File: src/design/rps_pkg.sv
`timescale 1ns / 1ps

package rps_pkg;

   localparam int unsigned TEMP_W   = 16;
   localparam int unsigned DEG_W    = 9;
   localparam int unsigned PERIOD_W = 16;
   localparam int unsigned TIMER_W  = 20;
   localparam int unsigned ERR_W    = 4;
   localparam int unsigned CSR_IDX_W  = 3;
   localparam int unsigned CSR_DATA_W = 20;

   typedef enum logic [2:0] {
      STAGE_IDLE    = 3'd0,
      STAGE_PREHEAT = 3'd1,
      STAGE_SOAK    = 3'd2,
      STAGE_REFLOW  = 3'd3,
      STAGE_COOL    = 3'd4,
      STAGE_ABORT   = 3'd5
   } stage_type;

   typedef enum logic [1:0] {
      MODE_TICK      = 2'd0,
      MODE_START     = 2'd1,
      MODE_ABORT     = 2'd2,
      MODE_CLEAR_ERR = 2'd3
   } mode_type;

   // Configuration register indexes
   localparam logic [CSR_IDX_W-1:0] CSR_PREHEAT_SETPOINT  = 3'd0;
   localparam logic [CSR_IDX_W-1:0] CSR_PREHEAT_EXIT_TEMP = 3'd1;
   localparam logic [CSR_IDX_W-1:0] CSR_SOAK_SETPOINT     = 3'd2;
   localparam logic [CSR_IDX_W-1:0] CSR_SOAK_TIME_MS      = 3'd3;
   localparam logic [CSR_IDX_W-1:0] CSR_REFLOW_SETPOINT   = 3'd4;
   localparam logic [CSR_IDX_W-1:0] CSR_REFLOW_EXIT_TEMP  = 3'd5;
   localparam logic [CSR_IDX_W-1:0] CSR_COOL_EXIT_TEMP    = 3'd6;
   localparam logic [CSR_IDX_W-1:0] CSR_UPDATE_PERIOD_MS  = 3'd7;

   // Register reset values
   localparam logic [DEG_W-1:0]    RST_PREHEAT_SETPOINT  = 9'd145;
   localparam logic [DEG_W-1:0]    RST_PREHEAT_EXIT_TEMP = 9'd145;
   localparam logic [DEG_W-1:0]    RST_SOAK_SETPOINT     = 9'd160;
   localparam logic [TIMER_W-1:0]  RST_SOAK_TIME_MS      = 20'd70000;
   localparam logic [DEG_W-1:0]    RST_REFLOW_SETPOINT   = 9'd240;
   localparam logic [DEG_W-1:0]    RST_REFLOW_EXIT_TEMP  = 9'd220;
   localparam logic [DEG_W-1:0]    RST_COOL_EXIT_TEMP    = 9'd60;
   localparam logic [PERIOD_W-1:0] RST_UPDATE_PERIOD_MS  = 16'd500;

   localparam logic [ERR_W-1:0] ERR_NONE          = 4'd0;
   localparam logic [ERR_W-1:0] ERR_INVALID_STAGE = 4'd1;

   typedef struct packed {
      mode_type                  mode;
      logic                      temp_valid;
      logic signed [TEMP_W-1:0]  temperature;
      logic [ERR_W-1:0]          abort_reason;
   } req_item_type;

   typedef struct packed {
      logic [2:0]       stage;
      logic [DEG_W-1:0] setpoint;
      logic [ERR_W-1:0] error_code;
      logic             stage_evaluated;
   } rsp_item_type;

   // Whole degrees to signed sixteenths; never negative and fits 14 bits
   function automatic logic signed [TEMP_W-1:0] deg_to_temp(input logic [DEG_W-1:0] deg);
      deg_to_temp = $signed({{(TEMP_W-DEG_W-4){1'b0}}, deg, 4'b0000});
   endfunction

endpackage

File: src/design/reflow_profile_sequencer.sv
`timescale 1ns / 1ps

// Channel  | Direction | Handshake               | Payload
// ---------+-----------+-------------------------+---------------------------
// req      | in        | req_valid / req_stall   | rps_pkg::req_item_type
// rsp      | out       | rsp_valid / rsp_stall   | rps_pkg::rsp_item_type
// csr      | in        | csr_wen (write only)    | csr_index, csr_wdata
//
// One item is accepted per clock; its result sits in the result register from
// the next cycle. Stage, counter and threshold logic is one combinational pass.
// An item is taken while the previous result waits only if it drains this cycle;
// req_stall rises only while a result is held by rsp_stall, or during reset.
// Reset (synchronous) returns stage to idle, clears counters, temperature and
// error, and restores the register defaults.

module reflow_profile_sequencer (
   input  logic                                clock,
   input  logic                                reset,
   input  logic                                req_valid,
   output logic                                req_stall,
   input  rps_pkg::req_item_type               req_data,
   output logic                                rsp_valid,
   input  logic                                rsp_stall,
   output rps_pkg::rsp_item_type               rsp_data,
   input  logic                                csr_wen,
   input  logic [rps_pkg::CSR_IDX_W-1:0]       csr_index,
   input  logic [rps_pkg::CSR_DATA_W-1:0]      csr_wdata
);
   import rps_pkg::*;

   localparam logic [PERIOD_W-1:0] SINCE_MAX = '1;
   localparam logic [TIMER_W-1:0]  TIMER_MAX = '1;

   // Configuration registers
   logic [DEG_W-1:0]    preheat_setpoint_ff;
   logic [DEG_W-1:0]    preheat_exit_temp_ff;
   logic [DEG_W-1:0]    soak_setpoint_ff;
   logic [TIMER_W-1:0]  soak_time_ms_ff;
   logic [DEG_W-1:0]    reflow_setpoint_ff;
   logic [DEG_W-1:0]    reflow_exit_temp_ff;
   logic [DEG_W-1:0]    cool_exit_temp_ff;
   logic [PERIOD_W-1:0] update_period_ms_ff;

   // Sequencer state
   stage_type                 stage_ff,        stage_in;
   logic [DEG_W-1:0]          setpoint_ff,     setpoint_in;
   logic signed [TEMP_W-1:0]  latest_temp_ff,  latest_temp_in;
   logic [PERIOD_W-1:0]       since_update_ff, since_update_in;
   logic [TIMER_W-1:0]        stage_timer_ff,  stage_timer_in;
   logic [ERR_W-1:0]          error_ff,        error_in;
   logic                      evaluated;

   // Result register
   logic          rsp_valid_ff, rsp_valid_in;
   rsp_item_type  rsp_data_ff;

   logic req_accept;
   logic [PERIOD_W-1:0] since_inc;
   logic [TIMER_W-1:0]  timer_inc;

   // Hold the input while a result is stuck downstream, and during reset
   assign req_stall  = reset | (rsp_valid_ff & rsp_stall);
   assign req_accept = req_valid & ~req_stall;

   assign rsp_valid = rsp_valid_ff;
   assign rsp_data  = rsp_data_ff;

   // ---------------------------------------------------------------------
   // Configuration writes
   // ---------------------------------------------------------------------
   always_ff @(posedge clock) begin
      if (reset) begin
         preheat_setpoint_ff  <= RST_PREHEAT_SETPOINT;
         preheat_exit_temp_ff <= RST_PREHEAT_EXIT_TEMP;
         soak_setpoint_ff     <= RST_SOAK_SETPOINT;
         soak_time_ms_ff      <= RST_SOAK_TIME_MS;
         reflow_setpoint_ff   <= RST_REFLOW_SETPOINT;
         reflow_exit_temp_ff  <= RST_REFLOW_EXIT_TEMP;
         cool_exit_temp_ff    <= RST_COOL_EXIT_TEMP;
         update_period_ms_ff  <= RST_UPDATE_PERIOD_MS;
      end else if (csr_wen) begin
         case (csr_index)
            CSR_PREHEAT_SETPOINT:  preheat_setpoint_ff  <= csr_wdata[DEG_W-1:0];
            CSR_PREHEAT_EXIT_TEMP: preheat_exit_temp_ff <= csr_wdata[DEG_W-1:0];
            CSR_SOAK_SETPOINT:     soak_setpoint_ff     <= csr_wdata[DEG_W-1:0];
            CSR_SOAK_TIME_MS:      soak_time_ms_ff      <= csr_wdata[TIMER_W-1:0];
            CSR_REFLOW_SETPOINT:   reflow_setpoint_ff   <= csr_wdata[DEG_W-1:0];
            CSR_REFLOW_EXIT_TEMP:  reflow_exit_temp_ff  <= csr_wdata[DEG_W-1:0];
            CSR_COOL_EXIT_TEMP:    cool_exit_temp_ff    <= csr_wdata[DEG_W-1:0];
            CSR_UPDATE_PERIOD_MS:  update_period_ms_ff  <= csr_wdata[PERIOD_W-1:0];
            default: ;
         endcase
      end
   end

   // ---------------------------------------------------------------------
   // Next state for one accepted item
   // ---------------------------------------------------------------------
   // Saturating increments used by a tick
   assign since_inc = (since_update_ff == SINCE_MAX) ? since_update_ff
                                                     : since_update_ff + 1'b1;
   assign timer_inc = (stage_timer_ff == TIMER_MAX) ? stage_timer_ff
                                                    : stage_timer_ff + 1'b1;

   always_comb begin
      stage_in        = stage_ff;
      setpoint_in     = setpoint_ff;
      latest_temp_in  = latest_temp_ff;
      since_update_in = since_update_ff;
      stage_timer_in  = stage_timer_ff;
      error_in        = error_ff;
      evaluated       = 1'b0;

      case (req_data.mode)
         MODE_TICK: begin
            // A fresh sample is used by this same evaluation
            if (req_data.temp_valid) begin
               latest_temp_in = req_data.temperature;
            end
            since_update_in = since_inc;
            stage_timer_in  = timer_inc;
            if (since_inc > update_period_ms_ff) begin
               evaluated       = 1'b1;
               since_update_in = '0;
               case (stage_ff)
                  STAGE_IDLE: ;
                  STAGE_PREHEAT: begin
                     setpoint_in = preheat_setpoint_ff;
                     if (latest_temp_in > deg_to_temp(preheat_exit_temp_ff)) begin
                        stage_in       = STAGE_SOAK;
                        stage_timer_in = '0;
                     end
                  end
                  STAGE_SOAK: begin
                     setpoint_in = soak_setpoint_ff;
                     if (timer_inc > soak_time_ms_ff) begin
                        stage_in       = STAGE_REFLOW;
                        stage_timer_in = '0;
                     end
                  end
                  STAGE_REFLOW: begin
                     setpoint_in = reflow_setpoint_ff;
                     if (latest_temp_in > deg_to_temp(reflow_exit_temp_ff)) begin
                        stage_in       = STAGE_COOL;
                        stage_timer_in = '0;
                     end
                  end
                  STAGE_COOL: begin
                     setpoint_in = '0;
                     if (latest_temp_in < deg_to_temp(cool_exit_temp_ff)) begin
                        stage_in       = STAGE_IDLE;
                        stage_timer_in = '0;
                     end
                  end
                  STAGE_ABORT: begin
                     setpoint_in = '0;
                  end
                  default: begin
                     // Unknown stage code: drop to abort
                     stage_in       = STAGE_ABORT;
                     stage_timer_in = '0;
                     error_in       = ERR_INVALID_STAGE;
                     setpoint_in    = '0;
                  end
               endcase
            end
         end
         MODE_START: begin
            stage_in       = STAGE_PREHEAT;
            stage_timer_in = '0;
         end
         MODE_ABORT: begin
            stage_in       = STAGE_ABORT;
            stage_timer_in = '0;
            error_in       = req_data.abort_reason;
         end
         MODE_CLEAR_ERR: begin
            stage_in       = STAGE_IDLE;
            stage_timer_in = '0;
            error_in       = ERR_NONE;
         end
         default: ;
      endcase
   end

   always_ff @(posedge clock) begin
      if (reset) begin
         stage_ff        <= STAGE_IDLE;
         setpoint_ff     <= '0;
         latest_temp_ff  <= '0;
         since_update_ff <= '0;
         stage_timer_ff  <= '0;
         error_ff        <= ERR_NONE;
      end else if (req_accept) begin
         stage_ff        <= stage_in;
         setpoint_ff     <= setpoint_in;
         latest_temp_ff  <= latest_temp_in;
         since_update_ff <= since_update_in;
         stage_timer_ff  <= stage_timer_in;
         error_ff        <= error_in;
      end
   end

   // ---------------------------------------------------------------------
   // Result register: load on accept, hold while stalled, else drain
   // ---------------------------------------------------------------------
   always_comb begin
      if (req_accept) begin
         rsp_valid_in = 1'b1;
      end else if (rsp_stall) begin
         rsp_valid_in = rsp_valid_ff;
      end else begin
         rsp_valid_in = 1'b0;
      end
   end

   always_ff @(posedge clock) begin
      if (reset) begin
         rsp_valid_ff <= 1'b0;
      end else begin
         rsp_valid_ff <= rsp_valid_in;
      end
   end

   always_ff @(posedge clock) begin
      if (req_accept) begin
         rsp_data_ff.stage           <= stage_in;
         rsp_data_ff.setpoint        <= setpoint_in;
         rsp_data_ff.error_code      <= error_in;
         rsp_data_ff.stage_evaluated <= evaluated;
      end
   end

`ifndef ASSERT_OFF
   a_accept_gives_result : assert property (@(posedge clock) disable iff (reset)
      req_accept |=> rsp_valid)
      else $error("accepted item produced no result");

   a_event_no_eval : assert property (@(posedge clock) disable iff (reset)
      (req_accept && req_data.mode != MODE_TICK) |=> !rsp_data.stage_evaluated)
      else $error("evaluation flagged on a non-tick item");

   a_abort_records : assert property (@(posedge clock) disable iff (reset)
      (req_accept && req_data.mode == MODE_ABORT) |=>
         (rsp_data.stage == STAGE_ABORT &&
          rsp_data.error_code == $past(req_data.abort_reason)))
      else $error("abort event not recorded");

   a_eval_clears_count : assert property (@(posedge clock) disable iff (reset)
      (req_accept && req_data.mode == MODE_TICK) |=>
         (rsp_data.stage_evaluated == (since_update_ff == '0)))
      else $error("update counter out of step with evaluation");

   a_result_matches_state : assert property (@(posedge clock) disable iff (reset)
      req_accept |=> (rsp_data.stage == stage_ff && rsp_data.error_code == error_ff))
      else $error("result disagrees with stage state");
`endif

endmodule

File: config.mk
export PLATFORM = sky130hd
export DESIGN_NAME = reflow_profile_sequencer
export DESIGN_NICKNAME = d
export VERILOG_FILES = /design/src/design/rps_pkg.sv /design/src/design/reflow_profile_sequencer.sv
export SDC_FILE = /design/constraint.sdc
export NUM_CORES = 1
export LEC_CHECK = 0
export BUFFER_PORTS_ARGS = -buffer_cell sky130_fd_sc_hd__clkbuf_2
export CAP_MARGIN = 20
export CORE_MARGIN = 5
export CORE_UTILIZATION = 60
export DETAILED_ROUTE_END_ITERATION = 6
export PLACE_DENSITY = 0.85
export SETUP_SLACK_MARGIN = 0.15
export SYNTH_ARGS = -nofsm -noshare
export SYNTH_HDL_FRONTEND = slang
export SYNTH_SLANG_ARGS = --single-unit
File: constraint.sdc
create_clock -name clock -period 5 [get_ports clock]
set_clock_uncertainty 0.2 [all_clocks]
set_input_delay 1.5 -clock clock [delete_from_list [all_inputs] [get_ports clock]]
set_output_delay 1.5 -clock clock [all_outputs]
set_load 0.01 [all_outputs]
==> out/results.txt <==
Pwr Total -> 3.05 mW
final setup fails -> 0
Worst-Skew Late Latency -> 440 ps
CTS root buf -> clkbuf_16
detailed-route vias per instance -> 5.97
final wirelength -> 23.3 mm
core area -> 0.0152 mm^2
Worst Setup Start Kind -> register
clk sinks -> 176
footprint of the multi-input gates -> 0.00508 mm^2
reg-to-reg slack, setup -> 450 ps
GR Overflow Total -> 0
number of remaining DRC errors -> 0
max-slew violations -> 0
buffers added on ports -> 69
final hold viol count -> 0
Main synth FF type -> dfxtp_1
die area -> 0.0181 mm^2
Die W -> 135 um
Max VDD drop -> 0.000264 V
clk slew on worst S/H paths -> 60 ps
synthesized area per cell -> 8.40 um^2
Total GRT Usage -> 25.9%
setup TNS -> 0 ps
Starting DRT DRC Count -> 676
register area -> 0.00369 mm^2
Nets -> 1269
#FFs+latches synth -> 176
worst hold path class -> register to register
Slew @ Worst Pin -> 1110 ps
EDFF count, synth -> 17
io pins -> 70
Worst Setup SP -> since_update_ff[0]
Rel. slew slack -> 24.8%
fraction of layout cells with a size suffix above 1 -> 13.7%
Die Span Y -> 135 um
hpwl dp -> 16.5 mm
pin count of the biggest net entering global routing -> 91
initial antenna violation count -> 0
Pwr Density -> 295 mW/mm^2
clock period minus worst slack -> 4550 ps
Max Clk Rate -> 220 MHz
Initial Utilization -> 61.3%
router iterations before antenna repair -> 5
area leader, netlist -> dfxtp_1
Crit Reg-Reg Startpoint -> since_update_ff[0]
Worst setup EP type -> register
Netlist cell types -> 61
Post-Syn Instances -> 1110
commonest non-fill, non-tap cell in the layout -> nand2_1
hold buffers post-CTS -> 0
Area Growth Syn to Fin -> 11.0%
fin crit share -> 91.0%
GR Util met1 -> 33.3%
Max Fanout on Critical Path -> 11
most frequent cells in the layout -> 208 x nand2_1, 159 x dfxtp_1, 98 x a21oi_1
YS warnings -> 0
worst r2r path cells -> 16
met2 Usage GRT -> 41.9%
Worst R2R End -> error_ff[2]
global-route wire length before repair -> 37.8 mm
met3 Use GR -> 5.92%
WP data arrival -> 4680 ps
Vias -> 8060
outcome -> finished, final reports clean
Leak -> 4.40 nW
Final GP Congestion -> 0.890
ANT nets after route -> 0
RSZ-0062 raised after global routing -> false
Net Count, Synth -> 1229
# Post-CTS Setup Buffers -> 0
antenna fix cells -> 0
most used routing layer in global routing -> met2
fill count -> 1208
vias in the first global route -> 7645
Max clock buf depth -> 2
Max-Cap Viols -> 0
Synth Cell Area -> 0.00933 mm^2
H-tree Lvls -> 4
CTS Buf Count -> 17
crit path kind -> register to register
Routed WL per cell -> 17.3 um
row count -> 45
synth top area cells -> dfxtp_1 34%, ha_1 9.1%, nand2_1 8.4%
CTS tree -> done
post-synth top area share -> 34.1%
CP Data Required Time -> 5130 ps
CP endpoint -> error_ff[2]
Seq/Total Area, Yosys -> 39.6%
post-synthesis async set-or-reset flop share -> 0%
-- critical path, stage by stage, from the launching register on --
cell	delay, ps
dfxtp_1	420
ha_1	230
nand3_1	190
nor4_1	460
and2b_1	300
nor2_1	90
and3_1	220
xor2_1	150
ha_1	280
nand2_1	60
nor4_1	310
a21bo_2	290
a31oi_4	320
nand3_1	210
a21o_1	290
a21o_1	220
a32o_1	210
-- through the flow --
stage,util (%),hold slack (ps),cells,cell area (um^2),worst slack [ps]
final,68.1,253,1350,10300,448
after global routing,68.1,274,1350,10300,158
after CTS,68.1,257,1350,10300,387
after detailed placement,64.2,247,1319,9760,386
after global placement,64.2,239,1319,9760,449
after floorplan,-,234,1110,9330,616
-- per-layer routing --
layer  share of wire (%)  vias to the layer above
li1                    -                     3945
met1                  42                     3728
met2                  47                      327
met3                 7.4                       60
met4                 3.4                        0
met5                   0                        -
-- final cells by class --
cell class              count  share of cell area (%)
well taps                 188                    2.27
repair buffers             87                    4.64
flip-flops and latches    176                    35.7
clock buffers              20                    4.41
clock inverters            11                    1.26
multi-input cells         795                    49.1
inverters                  73                    2.65
-- flip-flops by register name (all words and copies together) (netlist names) --
signal                count
update_period_ms_ff      16
cool_exit_temp_ff         9
stage_ff                  3
rsp_valid                 1
reflow_exit_temp_ff       9
stage_timer_ff           20
reflow_setpoint_ff        9
latest_temp_ff           16
setpoint_ff               9
since_update_ff          16
preheat_exit_temp_ff      9
soak_time_ms_ff          20
rsp_data                 17
preheat_setpoint_ff       9
error_ff                  4
soak_setpoint_ff          9
-- Yosys cell counts (all sizes together) (6+ instances only) --
cell type    n
nand2      208
dfxtp      159
a21oi       98
inv         73
ha          68
nor2        68
clkbuf      53
nand3       30
o21ai       29
o211ai      27
mux2i       22
and3        21
a21o        20
mux2        18
a22o        17
edfxtp      17
a22oi       16
xnor2       16
nand4       15
nor3        15
buf         13
a32o        11
xor2        10
a31oi        9
nand2b       9
and4         8
nor2b        8
nor4         8
or2          6
-- how the worst min path moves through the flow --
stage	endpoint	depth (start not counted)	startpoint
after global placement	preheat_setpoint_ff[2]	2	preheat_setpoint_ff[2]
after CTS	preheat_setpoint_ff[2]	2	preheat_setpoint_ff[2]
final	latest_temp_ff[2]	2	latest_temp_ff[2]
after detailed placement	preheat_setpoint_ff[2]	2	preheat_setpoint_ff[2]
after global routing	soak_setpoint_ff[6]	2	soak_setpoint_ff[6]
after floorplan	latest_temp_ff[10]	2	latest_temp_ff[10]
-- cell families (layout without fill, tap and decap cells) --
family / count (synthesis) / in the layout / share of synthesized area [%]
fa+ha+maj: 68 / 68 / 9.12
xor+xnor: 26 / 26 / 2.44
flops: 176 / 176 / 39.6
simple gates: 409 / 409 / 20.1
buf+inv: 139 / 191 / 5.94
compound gates: 252 / 252 / 18.3
mux: 40 / 40 / 4.54
-- report_power, final --
group          switching (mW)  leakage [nW]  internal [mW]  total (mW)
registers              0.0169          1.45           1.45        1.47
logic                   0.158          2.66         0.0852       0.244
clock network           0.578         0.284          0.765        1.34
-- repair_timing --
item,in CTS,in global routing
hold endpoints to repair,0,0
setup endpoints to repair,0,2
gates resized for setup,0,1
(Power assumes the default switching activity.)
